[src/rtl/qtl_pkg.sv]
// qtl_pkg: shared types and constants for the query token lexer.
// No dependencies; imported by qtl_scan and query_token_lexer.
package qtl_pkg;

   localparam int POS_W  = 16;   // offset counter and token offset/length width
   localparam int TYPE_W = 5;    // token type code width

   localparam logic [POS_W-1:0] POS_MAX = '1;

   // Scanner mode, one-hot.
   typedef enum logic [6:0] {
      MODE_IDLE     = 7'b0000001,
      MODE_IDENT    = 7'b0000010,
      MODE_FIRSTDIG = 7'b0000100,
      MODE_NUMBER   = 7'b0001000,
      MODE_HEX      = 7'b0010000,
      MODE_STRING   = 7'b0100000,
      MODE_SYMBOL   = 7'b1000000
   } mode_type;

   typedef enum logic [TYPE_W-1:0] {
      TOK_EOF     = 5'd0,
      TOK_IDENT   = 5'd1,
      TOK_NUMBER  = 5'd2,
      TOK_HEX     = 5'd3,
      TOK_STRING  = 5'd4,
      TOK_LT      = 5'd5,
      TOK_GT      = 5'd6,
      TOK_LE      = 5'd7,
      TOK_GE      = 5'd8,
      TOK_NE      = 5'd9,
      TOK_EQ      = 5'd10,
      TOK_LPAR    = 5'd11,
      TOK_RPAR    = 5'd12,
      TOK_COMMA   = 5'd13,
      TOK_STAR    = 5'd14,
      TOK_SEMI    = 5'd15,
      TOK_INVALID = 5'd16
   } token_kind_type;

   typedef struct packed {
      token_kind_type   tok_kind;
      logic [POS_W-1:0] token_start;
      logic [POS_W-1:0] token_length;
      logic             overflow;
      logic             last;
   } result_type;

   typedef struct packed {
      logic       valid;
      result_type res;
   } slot_type;

endpackage

[src/rtl/qtl_scan.sv]
// qtl_scan: lexer state and per-item token logic; gives up to two result slots.
// Depends on qtl_pkg.
module qtl_scan
   import qtl_pkg::*;
(
   input  logic       clock,
   input  logic       reset,
   input  logic       in_valid,
   input  logic       in_end,
   input  logic [7:0] in_char,
   output slot_type   res0,
   output slot_type   res1
);

   localparam logic [7:0] CH_LT    = 8'h3C;
   localparam logic [7:0] CH_GT    = 8'h3E;
   localparam logic [7:0] CH_BANG  = 8'h21;
   localparam logic [7:0] CH_EQ    = 8'h3D;
   localparam logic [7:0] CH_X     = 8'h78;
   localparam logic [7:0] CH_UNDER = 8'h5F;
   localparam logic [7:0] CH_DOT   = 8'h2E;
   localparam logic [7:0] CH_QUOTE = 8'h22;
   localparam logic [7:0] CH_LPAR  = 8'h28;
   localparam logic [7:0] CH_RPAR  = 8'h29;
   localparam logic [7:0] CH_COMMA = 8'h2C;
   localparam logic [7:0] CH_STAR  = 8'h2A;
   localparam logic [7:0] CH_SEMI  = 8'h3B;
   localparam logic [7:0] CH_SP    = 8'h20;
   localparam logic [7:0] CH_TAB   = 8'h09;
   localparam logic [7:0] CH_LF    = 8'h0A;
   localparam logic [7:0] CH_CR    = 8'h0D;

   function automatic logic is_letter(input logic [7:0] c);
      return (c >= 8'h61 && c <= 8'h7A) || (c >= 8'h41 && c <= 8'h5A);
   endfunction

   function automatic logic is_decimal(input logic [7:0] c);
      return c >= 8'h30 && c <= 8'h39;
   endfunction

   function automatic logic is_hexdig(input logic [7:0] c);
      return is_decimal(c) || (c >= 8'h61 && c <= 8'h66);
   endfunction

   function automatic logic is_space(input logic [7:0] c);
      return c == CH_SP || c == CH_TAB || c == CH_LF || c == CH_CR;
   endfunction

   function automatic token_kind_type single_kind(input logic [7:0] c);
      token_kind_type k;
      unique case (c)
         CH_LT:    k = TOK_LT;
         CH_GT:    k = TOK_GT;
         CH_EQ:    k = TOK_EQ;
         CH_LPAR:  k = TOK_LPAR;
         CH_RPAR:  k = TOK_RPAR;
         CH_COMMA: k = TOK_COMMA;
         CH_STAR:  k = TOK_STAR;
         CH_SEMI:  k = TOK_SEMI;
         default:  k = TOK_INVALID;
      endcase
      return k;
   endfunction

   // Length from b up to e, zero when e is below b.
   function automatic logic [POS_W-1:0] span(input logic [POS_W-1:0] e,
                                             input logic [POS_W-1:0] b);
      return (e >= b) ? (e - b) : '0;
   endfunction

   function automatic logic [POS_W-1:0] sat_next(input logic [POS_W-1:0] v);
      return (v == POS_MAX) ? POS_MAX : (v + POS_W'(1));
   endfunction

   mode_type         mode_ff, mode_in;
   logic [POS_W-1:0] pos_ff, pos_in;
   logic [POS_W-1:0] tb_ff, tb_in;
   logic             dot_ff, dot_in;
   logic [7:0]       held_ff, held_in;
   logic             ovf_ff, ovf_in;

   // pending-token flush and idle-start decode
   token_kind_type   flush_kind;
   logic [POS_W-1:0] flush_len;
   mode_type         beg_mode;
   logic             beg_emit;
   logic             ovf_now;
   logic             brk;
   logic             start;

   always_comb begin
      unique case (mode_ff)
         MODE_IDENT:    flush_kind = TOK_IDENT;
         MODE_FIRSTDIG: flush_kind = TOK_NUMBER;
         MODE_NUMBER:   flush_kind = TOK_NUMBER;
         MODE_HEX:      flush_kind = dot_ff ? TOK_HEX : TOK_INVALID;
         MODE_STRING:   flush_kind = TOK_INVALID;
         MODE_SYMBOL:   flush_kind = single_kind(held_ff);
         default:       flush_kind = TOK_EOF;
      endcase
      flush_len = (mode_ff == MODE_SYMBOL) ? POS_W'(1) : span(pos_ff, tb_ff);

      priority if (is_space(in_char)) begin
         beg_mode = MODE_IDLE;
         beg_emit = 1'b0;
      end else if (is_letter(in_char)) begin
         beg_mode = MODE_IDENT;
         beg_emit = 1'b0;
      end else if (is_decimal(in_char)) begin
         beg_mode = MODE_FIRSTDIG;
         beg_emit = 1'b0;
      end else if (in_char == CH_QUOTE) begin
         beg_mode = MODE_STRING;
         beg_emit = 1'b0;
      end else if (in_char == CH_LT || in_char == CH_GT || in_char == CH_BANG) begin
         beg_mode = MODE_SYMBOL;
         beg_emit = 1'b0;
      end else begin
         beg_mode = MODE_IDLE;
         beg_emit = 1'b1;
      end
   end

   always_comb begin
      mode_in = mode_ff;
      pos_in  = pos_ff;
      tb_in   = tb_ff;
      dot_in  = dot_ff;
      held_in = held_ff;
      ovf_in  = ovf_ff;
      res0    = '0;
      res1    = '0;
      brk     = 1'b0;
      start   = 1'b0;
      ovf_now = ovf_ff | (pos_ff == POS_MAX);

      if (in_valid && in_end) begin
         // flush, then eof; state back to reset
         res0.valid            = (mode_ff != MODE_IDLE);
         res0.res.tok_kind     = flush_kind;
         res0.res.token_start  = tb_ff;
         res0.res.token_length = flush_len;
         res0.res.overflow     = ovf_ff;
         res1.valid            = 1'b1;
         res1.res.tok_kind     = TOK_EOF;
         res1.res.token_start  = pos_ff;
         res1.res.token_length = '0;
         res1.res.overflow     = ovf_ff;
         res1.res.last         = 1'b1;
         mode_in = MODE_IDLE;
         pos_in  = '0;
         tb_in   = '0;
         dot_in  = 1'b0;
         held_in = '0;
         ovf_in  = 1'b0;
      end else if (in_valid) begin
         pos_in = sat_next(pos_ff);
         ovf_in = ovf_now;
         unique case (mode_ff)
            MODE_IDENT: begin
               brk = !(is_letter(in_char) || is_decimal(in_char) || in_char == CH_UNDER);
            end
            MODE_FIRSTDIG: begin
               priority if (in_char == CH_X) begin
                  mode_in = MODE_HEX;
                  tb_in   = sat_next(pos_ff);
                  dot_in  = 1'b0;
               end else if (is_decimal(in_char)) begin
                  mode_in = MODE_NUMBER;
               end else if (in_char == CH_DOT) begin
                  mode_in = MODE_NUMBER;
                  dot_in  = 1'b1;
               end else begin
                  brk = 1'b1;
               end
            end
            MODE_NUMBER: begin
               priority if (is_decimal(in_char)) begin
                  dot_in = dot_ff;
               end else if (in_char == CH_DOT && !dot_ff) begin
                  dot_in = 1'b1;
               end else begin
                  brk = 1'b1;
               end
            end
            MODE_HEX: begin
               if (is_hexdig(in_char)) begin
                  dot_in = 1'b1;          // at least one hex digit seen
               end else begin
                  brk = 1'b1;
               end
            end
            MODE_STRING: begin
               if (in_char == CH_QUOTE) begin
                  res0.valid            = 1'b1;
                  res0.res.tok_kind     = TOK_STRING;
                  res0.res.token_start  = tb_ff;
                  res0.res.token_length = span(pos_ff, tb_ff);
                  mode_in               = MODE_IDLE;
               end
            end
            MODE_SYMBOL: begin
               if (in_char == CH_EQ) begin
                  res0.valid            = 1'b1;
                  res0.res.tok_kind     = (held_ff == CH_LT) ? TOK_LE :
                                          (held_ff == CH_GT) ? TOK_GE : TOK_NE;
                  res0.res.token_start  = tb_ff;
                  res0.res.token_length = POS_W'(2);
                  mode_in               = MODE_IDLE;
               end else begin
                  brk = 1'b1;
               end
            end
            default: begin
               start = 1'b1;
            end
         endcase

         if (brk) begin
            res0.valid            = 1'b1;
            res0.res.tok_kind     = flush_kind;
            res0.res.token_start  = tb_ff;
            res0.res.token_length = flush_len;
            dot_in                = 1'b0;
         end

         if (brk || start) begin
            mode_in = beg_mode;
            unique case (beg_mode)
               MODE_IDENT:    tb_in = pos_ff;
               MODE_FIRSTDIG: begin
                  tb_in  = pos_ff;
                  dot_in = 1'b0;
               end
               MODE_STRING:   tb_in = sat_next(pos_ff);
               MODE_SYMBOL:   begin
                  tb_in   = pos_ff;
                  held_in = in_char;
               end
               default:       tb_in = tb_ff;
            endcase
            res1.valid            = beg_emit;
            res1.res.tok_kind     = single_kind(in_char);
            res1.res.token_start  = pos_ff;
            res1.res.token_length = POS_W'(1);
         end

         res0.res.overflow = ovf_now;
         res1.res.overflow = ovf_now;
         res1.res.last     = res1.valid;
         res0.res.last     = res0.valid && !res1.valid;
      end
   end

   always_ff @(posedge clock) begin
      if (reset) begin
         mode_ff <= MODE_IDLE;
         pos_ff  <= '0;
         tb_ff   <= '0;
         dot_ff  <= 1'b0;
         held_ff <= '0;
         ovf_ff  <= 1'b0;
      end else begin
         mode_ff <= mode_in;
         pos_ff  <= pos_in;
         tb_ff   <= tb_in;
         dot_ff  <= dot_in;
         held_ff <= held_in;
         ovf_ff  <= ovf_in;
      end
   end

   a_end_clears: assert property (@(posedge clock) disable iff (reset)
      in_valid && in_end |=> mode_ff == MODE_IDLE && pos_ff == '0 && !ovf_ff)
      else $error("end item did not return scanner to reset state");

   a_ovf_saturated: assert property (@(posedge clock) disable iff (reset)
      ovf_ff |-> pos_ff == POS_MAX)
      else $error("overflow flag set with unsaturated position");

   a_second_slot_last: assert property (@(posedge clock) disable iff (reset)
      res1.valid |-> res1.res.last && !res0.res.last)
      else $error("last marker not on final result of item");

endmodule

[src/rtl/query_token_lexer.sv]
// query_token_lexer: streaming tokenizer top level, input stage and result queue.
// Depends on qtl_pkg and qtl_scan.
//
// Usage:
//   req channel: one item per handshake. req_tdata is the byte, req_tuser is
//   the kind (0 data byte, 1 end of input). An end item flushes any pending
//   token, emits an EOF token and restarts offsets at 0 for the next stream.
//   rsp channel: one token per handshake; rsp_tuser carries the token type,
//   rsp_tdata the offset, length and overflow flag, rsp_tlast marks the last
//   token caused by one input item. An item yields zero, one or two tokens.
// Path: an accepted item is registered in the input stage, scanned there by
//   qtl_scan and its tokens are written to the queue before they reach rsp.
// Throughput: one item per cycle while req_tready is high. Tokens leave one per
//   cycle via an 8-entry queue; req_tready drops while it holds over 4 tokens,
//   which leaves room for the item in the stage plus the next one (two each).
// Stall: when rsp_tready is low, tokens wait in the queue and input keeps
//   flowing until the queue limit is reached; nothing is dropped.
// Reset: synchronous, active high; clears the queue, the stage and the scanner
//   state (idle, offset 0, overflow clear).
module query_token_lexer
   import qtl_pkg::*;
(
   input  logic        clock,
   input  logic        reset,
   // input items
   input  logic        req_tvalid,
   output logic        req_tready,
   input  logic [7:0]  req_tdata,   // [7:0] byte_req
   input  logic        req_tuser,   // [0] kind
   // result items
   output logic        rsp_tvalid,
   input  logic        rsp_tready,
   output logic [39:0] rsp_tdata,   // [15:0] token_start, [31:16] token_length,
                                    // [32] overflow, [39:33] zero
   output logic [4:0]  rsp_tuser,   // [4:0] token kind
   output logic        rsp_tlast    // last
);

   localparam int Q_DEPTH     = 8;
   localparam int Q_PTR_W     = 3;
   localparam int Q_CNT_W     = 4;
   localparam int Q_READY_MAX = 4;

   // input stage
   logic       stg_valid_ff;
   logic       stg_end_ff;
   logic [7:0] stg_char_ff;
   logic       req_fire;

   slot_type   res0;
   slot_type   res1;

   // result queue
   result_type           q_mem_ff [Q_DEPTH];
   logic [Q_PTR_W-1:0]   q_wr_ff, q_wr_in;
   logic [Q_PTR_W-1:0]   q_rd_ff, q_rd_in;
   logic [Q_CNT_W-1:0]   q_cnt_ff, q_cnt_in;
   logic [1:0]           n_push;
   logic                 pop;
   result_type           push_first;
   result_type           head;

   assign req_tready = (q_cnt_ff <= Q_CNT_W'(Q_READY_MAX));
   assign req_fire   = req_tvalid && req_tready;

   always_ff @(posedge clock) begin
      if (reset) begin
         stg_valid_ff <= 1'b0;
      end else begin
         stg_valid_ff <= req_fire;
      end
   end

   always_ff @(posedge clock) begin
      if (req_fire) begin
         stg_end_ff  <= req_tuser;
         stg_char_ff <= req_tdata;
      end
   end

   qtl_scan u_scan (
      .clock    (clock),
      .reset    (reset),
      .in_valid (stg_valid_ff),
      .in_end   (stg_end_ff),
      .in_char  (stg_char_ff),
      .res0     (res0),
      .res1     (res1)
   );

   // compact the two slots into consecutive queue entries
   always_comb begin
      n_push     = {1'b0, res0.valid} + {1'b0, res1.valid};
      push_first = res0.valid ? res0.res : res1.res;
      pop        = rsp_tvalid && rsp_tready;
      q_wr_in    = q_wr_ff + Q_PTR_W'(n_push);
      q_rd_in    = q_rd_ff + Q_PTR_W'(pop);
      q_cnt_in   = q_cnt_ff + Q_CNT_W'(n_push) - Q_CNT_W'(pop);
   end

   always_ff @(posedge clock) begin
      if (reset) begin
         q_wr_ff  <= '0;
         q_rd_ff  <= '0;
         q_cnt_ff <= '0;
      end else begin
         q_wr_ff  <= q_wr_in;
         q_rd_ff  <= q_rd_in;
         q_cnt_ff <= q_cnt_in;
      end
   end

   always_ff @(posedge clock) begin
      if (n_push != 2'd0) begin
         q_mem_ff[q_wr_ff] <= push_first;
      end
      if (n_push == 2'd2) begin
         q_mem_ff[q_wr_ff + Q_PTR_W'(1)] <= res1.res;
      end
   end

   assign head       = q_mem_ff[q_rd_ff];
   assign rsp_tvalid = (q_cnt_ff != '0);
   assign rsp_tuser  = head.tok_kind;
   assign rsp_tlast  = head.last;
   assign rsp_tdata  = {7'b0, head.overflow, head.token_length, head.token_start};

   a_queue_bound: assert property (@(posedge clock) disable iff (reset)
      q_cnt_ff <= Q_CNT_W'(Q_DEPTH))
      else $error("result queue overrun");

   a_eof_is_last: assert property (@(posedge clock) disable iff (reset)
      rsp_tvalid && rsp_tuser == TOK_EOF |-> rsp_tlast)
      else $error("EOF token without last marker");

endmodule
[config.mk]
export PLATFORM = sky130hd
export DESIGN_NAME = query_token_lexer
export DESIGN_NICKNAME = d
export VERILOG_FILES = /design/src/rtl/qtl_pkg.sv /design/src/rtl/qtl_scan.sv /design/src/rtl/query_token_lexer.sv
export SDC_FILE = /design/constraint.sdc
export NUM_CORES = 1
export LEC_CHECK = 0
export ABC_AREA = 1
export BUFFER_PORTS_ARGS = -buffer_cell sky130_fd_sc_hd__buf_2
export CAP_MARGIN = 15
export CELL_PAD_IN_SITES_DETAIL_PLACEMENT = 1
export CELL_PAD_IN_SITES_GLOBAL_PLACEMENT = 2
export CORE_MARGIN = 5
export CORE_UTILIZATION = 30
export CTS_BUF_LIST = sky130_fd_sc_hd__clkbuf_8
export CTS_CLUSTER_DIAMETER = 120
export DETAILED_ROUTE_END_ITERATION = 10
export PLACE_DENSITY = 0.76
export SYNTH_ARGS = -nofsm -noshare
export SYNTH_HDL_FRONTEND = slang
export SYNTH_SLANG_ARGS = --single-unit
[constraint.sdc]
create_clock -name clock -period 4.9 [get_ports clock]
set_input_delay 0 -clock clock [delete_from_list [all_inputs] [get_ports clock]]
set_output_delay 0 -clock clock [all_outputs]
set_load 0.1 [all_outputs]
==> metrics.md <==
| Metric | Value |
|---|---|
| Outcome | `finished, final reports clean` |
| EDFF count, synth | `201` |
| Mean Syn Cell Area | `between 7 and 8 um^2` |
| R2r setup slk | `~0.67 ns` |
| Synth unique cells | `49` |
| Fin nets | `approximately 3.1k` |
| Fillcell total | `just under 9k` |
| Synth Area in Adders | `under 10%` |
| Worst-case clock buffer depth | `3` |
| Top post-synthesis cells by count | `893 x nand2_1, 423 x nor2_1, 385 x nand3_1` |
| Setup CP Type | `register to register` |
| RSZ-0062 raised after global routing | `false` |
| Layout cell share with drive strength beyond 1 | `between 10% and 20%` |
| Yosys warns | `0` |
| Post-DP Area | `~23000 um^2` |
| Async SR Flop Fraction | `0%` |
| Synth top area share | `approximately 28%` |
| Crit path launch type | `register` |
| Relative slew slack | `a little over a quarter` |
| Crit-path max FO | `29` |
| Main flop type after synthesis | `edfxtp_1` |
| Synthesized-area fraction occupied by and/or/nand/nor cells | `36.09%` |
| Final instance area | `roughly 24000 um^2` |
| Synth Area in XOR/XNOR | `less than 1%` |
| First-pass GRT wire length | `between 100 and 150 mm` |
| Mux contribution to synthesized area | `0%` |
| Core footprint | `71240 um^2` |
| Count leader, synth | `nand2_1` |
| Antenna violations before repair | `1` |
| IR Drop Worst-Case VDD | `around 450 uV` |
| Vias | `between 20k and 25k` |
| Final hold violations | `0` |
| Area contributors post-synth | `edfxtp_1 28%, dfxtp_1 17%, nand2_1 16%` |
| Die X | `277.5 um` |
| Pre-antenna DRT Iters | `5` |
| Setup Viol. Count Final | `0` |
| WP data arrival | `approximately 4.5 ns` |
| Area grow syn2layout | `13.16%` |
| WL final | `83.14 mm` |
| Total track usage | `between 20% and 30%` |
| DIE AREA | `around 77000 um^2` |
| Post-layout util | `34.10%` |
| Synth Register Bits | `381` |
| Worst hold path class | `primary input to register` |
| Ports | `around 60` |
| Die Height | `~280 um` |
| Post-DRT Antenna Nets | `0` |
| Buffers on Ports | `53` |
| Avg WL per Cell | `between 20 and 25 um` |
| Tmin final | `4.227 ns` |
| Power Total | `12530 uW` |
| Cells after synthesis | `slightly below 3k` |
| Post-DP HPWL | `52.86 mm` |
| LEAKAGE | `approximately 0.011 uW` |
| R2r worst-path depth | `20` |
| Max Freq | `around 240 MHz` |
| Max Slew Vio Count | `0` |
| Worst EP required | `about 5.2 ns` |
| Setup TNS | `0 ns` |
| Clock root buffer | `clkbuf_8` |
| GPL Wtd Cong | `around 0.86` |
| Drt via density | `roughly 5.1` |
| Cell Area, Synth | `between 20000 and 25000 um^2` |
| Synth Area in Compound Gates | `a little under a tenth` |
| Post_cts resized | `0` |
| Cell row count | `98` |
| CTS tree | `built` |
| Hold_sp | `reset` |
| Reg-to-Reg End | `q_mem_ff[1][20]$_DFFE_PP_` |
| Worst slack at placement | `0.6783 ns` |
| Worst-path clk slew | `0.06 ns` |
| Initial Utilization | `30.14%` |
| Maximum number of pins on one net before global-route repair | `roughly 160` |
| Congestion Overflow GR | `0` |
| CP Capture Type | `register` |
| TritonCTS buffer count | `74` |
| Worst-margin pin slew | `around 1.1 ns` |
| Hold path cells | `3` |
| DRC Markers | `0` |
| Htree depth | `3` |
| CTS sink cnt | `about 380` |
| Post-synthesis sequential area ratio | `approximately 45%` |
| Vias in the first global route | `21.63k` |
| Power per standard cell area | `515.9 nW/um^2` |
| Clock skew | `about 0.047 ns` |
| Leading area contributor after synthesis | `edfxtp_1` |
| Fin crit share | `86.27%` |
| Max-capacitance violation count | `0` |
| Initial DRC Count | `around 1.5k` |
| Worst path setup slack after routing | `0.6730 ns` |
| Worst r2r src | `stg_char_ff[7]$_DFFE_PP_` |
| Clk Latency, worst-skew pair | `around 0.67 ns` |
| Combinational family with the most area after synthesis | `simple AND/OR/NAND/NOR gates` |
| Endpoint, Worst Hold | `q_cnt_ff[0]$_SDFF_PP0_` |
-- what timing repair did --
item	4_1_cts	5_1_grt
setup buffers	0	0
hold buffers	22	0
endpoints found under the setup margin	0	0
endpoints found under the hold margin	30	0
-- state kept, by name, summed over array words and instances (netlist names) --
register,count
q_cnt_ff,4
q_mem_ff,312
q_rd_ff,3
q_wr_ff,3
stg_char_ff,8
stg_end_ff,1
stg_valid_ff,1
u_scan.dot_ff,1
u_scan.held_ff,8
u_scan.mode_ff,7
u_scan.ovf_ff,1
u_scan.pos_ff,16
u_scan.tb_ff,16
-- worst max-delay path, stage by stage (launching register included) --
cell	delay [ns]
edfxtp_1	0.45
nor2_2	0.19
nand2_1	0.14
inv_2	0.13
nand3_1	0.15
nor2_1	0.34
nor2_1	0.12
nand3_2	0.10
nand2_1	0.07
nand2_2	0.10
nand2_4	0.09
clkinv_2	0.32
ha_1	0.29
inv_1	0.09
nor2_1	0.09
inv_1	0.11
nor2_2	0.12
buf_4	0.38
inv_1	0.09
nand2_1	0.14
buf_4	0.32
-- cell families (layout without fill, tap and decap cells) --
family	after synthesis	count (layout)
other	1	8
flip-flops	381	381
XOR/XNOR	16	16
AND/OR/NAND/NOR	1814	1814
buffers and inverters	358	448
AO/OA/AOI/OAI	367	367
adder cells (fa/ha/maj)	33	33
-- area by class of cell --
cell class	instances	area [um^2]	area share, %
antenna	1	2.502	0.01030
clock buffer	83	1142	4.702
clock inverter	48	262.8	1.081
inverter	190	716.9	2.951
multi-input combinational	2237	10430	42.91
sequential	381	9644	39.70
tap	950	1189	4.892
timing repair buffer	127	913.4	3.759
-- report_power, final --
| group | switching (uW) | internal, uW |
|---|---|---|
| sequential | 153 | 3590 |
| combinational | 4560 | 1130 |
| clock | 1460 | 1660 |
-- stage by stage --
stage,hold slack (ns),instances
global placement,0.1811,3863
finish,0.2221,4017
floorplan,0.07615,2976
CTS,0.1737,4016
detailed placement,0.1788,3863
global route,0.2531,4017
-- worst max-delay path by stage --
stage | startpoint | to | slack [ns] | cells after the start
detailed placement | stg_char_ff[1]$_DFFE_PP_ | q_mem_ff[3][1]$_DFFE_PP_ | 0.68 | 22
floorplan | stg_char_ff[3]$_DFFE_PP_ | q_mem_ff[7][0]$_DFFE_PP_ | 1.12 | 20
global placement | stg_char_ff[1]$_DFFE_PP_ | q_mem_ff[3][1]$_DFFE_PP_ | 0.75 | 22
finish | stg_char_ff[7]$_DFFE_PP_ | q_mem_ff[1][20]$_DFFE_PP_ | 0.67 | 20
CTS | stg_char_ff[1]$_DFFE_PP_ | q_mem_ff[3][1]$_DFFE_PP_ | 0.63 | 22
global route | stg_char_ff[3]$_DFFE_PP_ | q_mem_ff[1][26]$_DFFE_PP_ | 0.36 | 22
-- layout by cell type, fill, tap and decap left out, types with 39 or more instances in the layout --
cell type | Yosys | routed
a21oi_1 | 64 | 64
a31oi_1 | 39 | 39
nor2_1 | 423 | 407
buf_2 | 9 | 53
clkbuf_8 | 0 | 83
edfxtp_1 | 201 | 201
inv_1 | 166 | 191
o21ai_0 | 205 | 205
nand3_1 | 385 | 385
buf_4 | 10 | 49
nand2_1 | 893 | 893
dfxtp_1 | 180 | 178
-- layer usage --
metal / wire length [um] / vias up / track usage (%)
met5: 0 / - / 0
met4: 2315 / 0 / 6.677
met3: 3562 / 135 / 2.752
met2: 39940 / 451 / 35.95
met1: 37320 / 10230 / 27.64
li1: - / 9856 / -
Power figures use the tool's default switching activity.
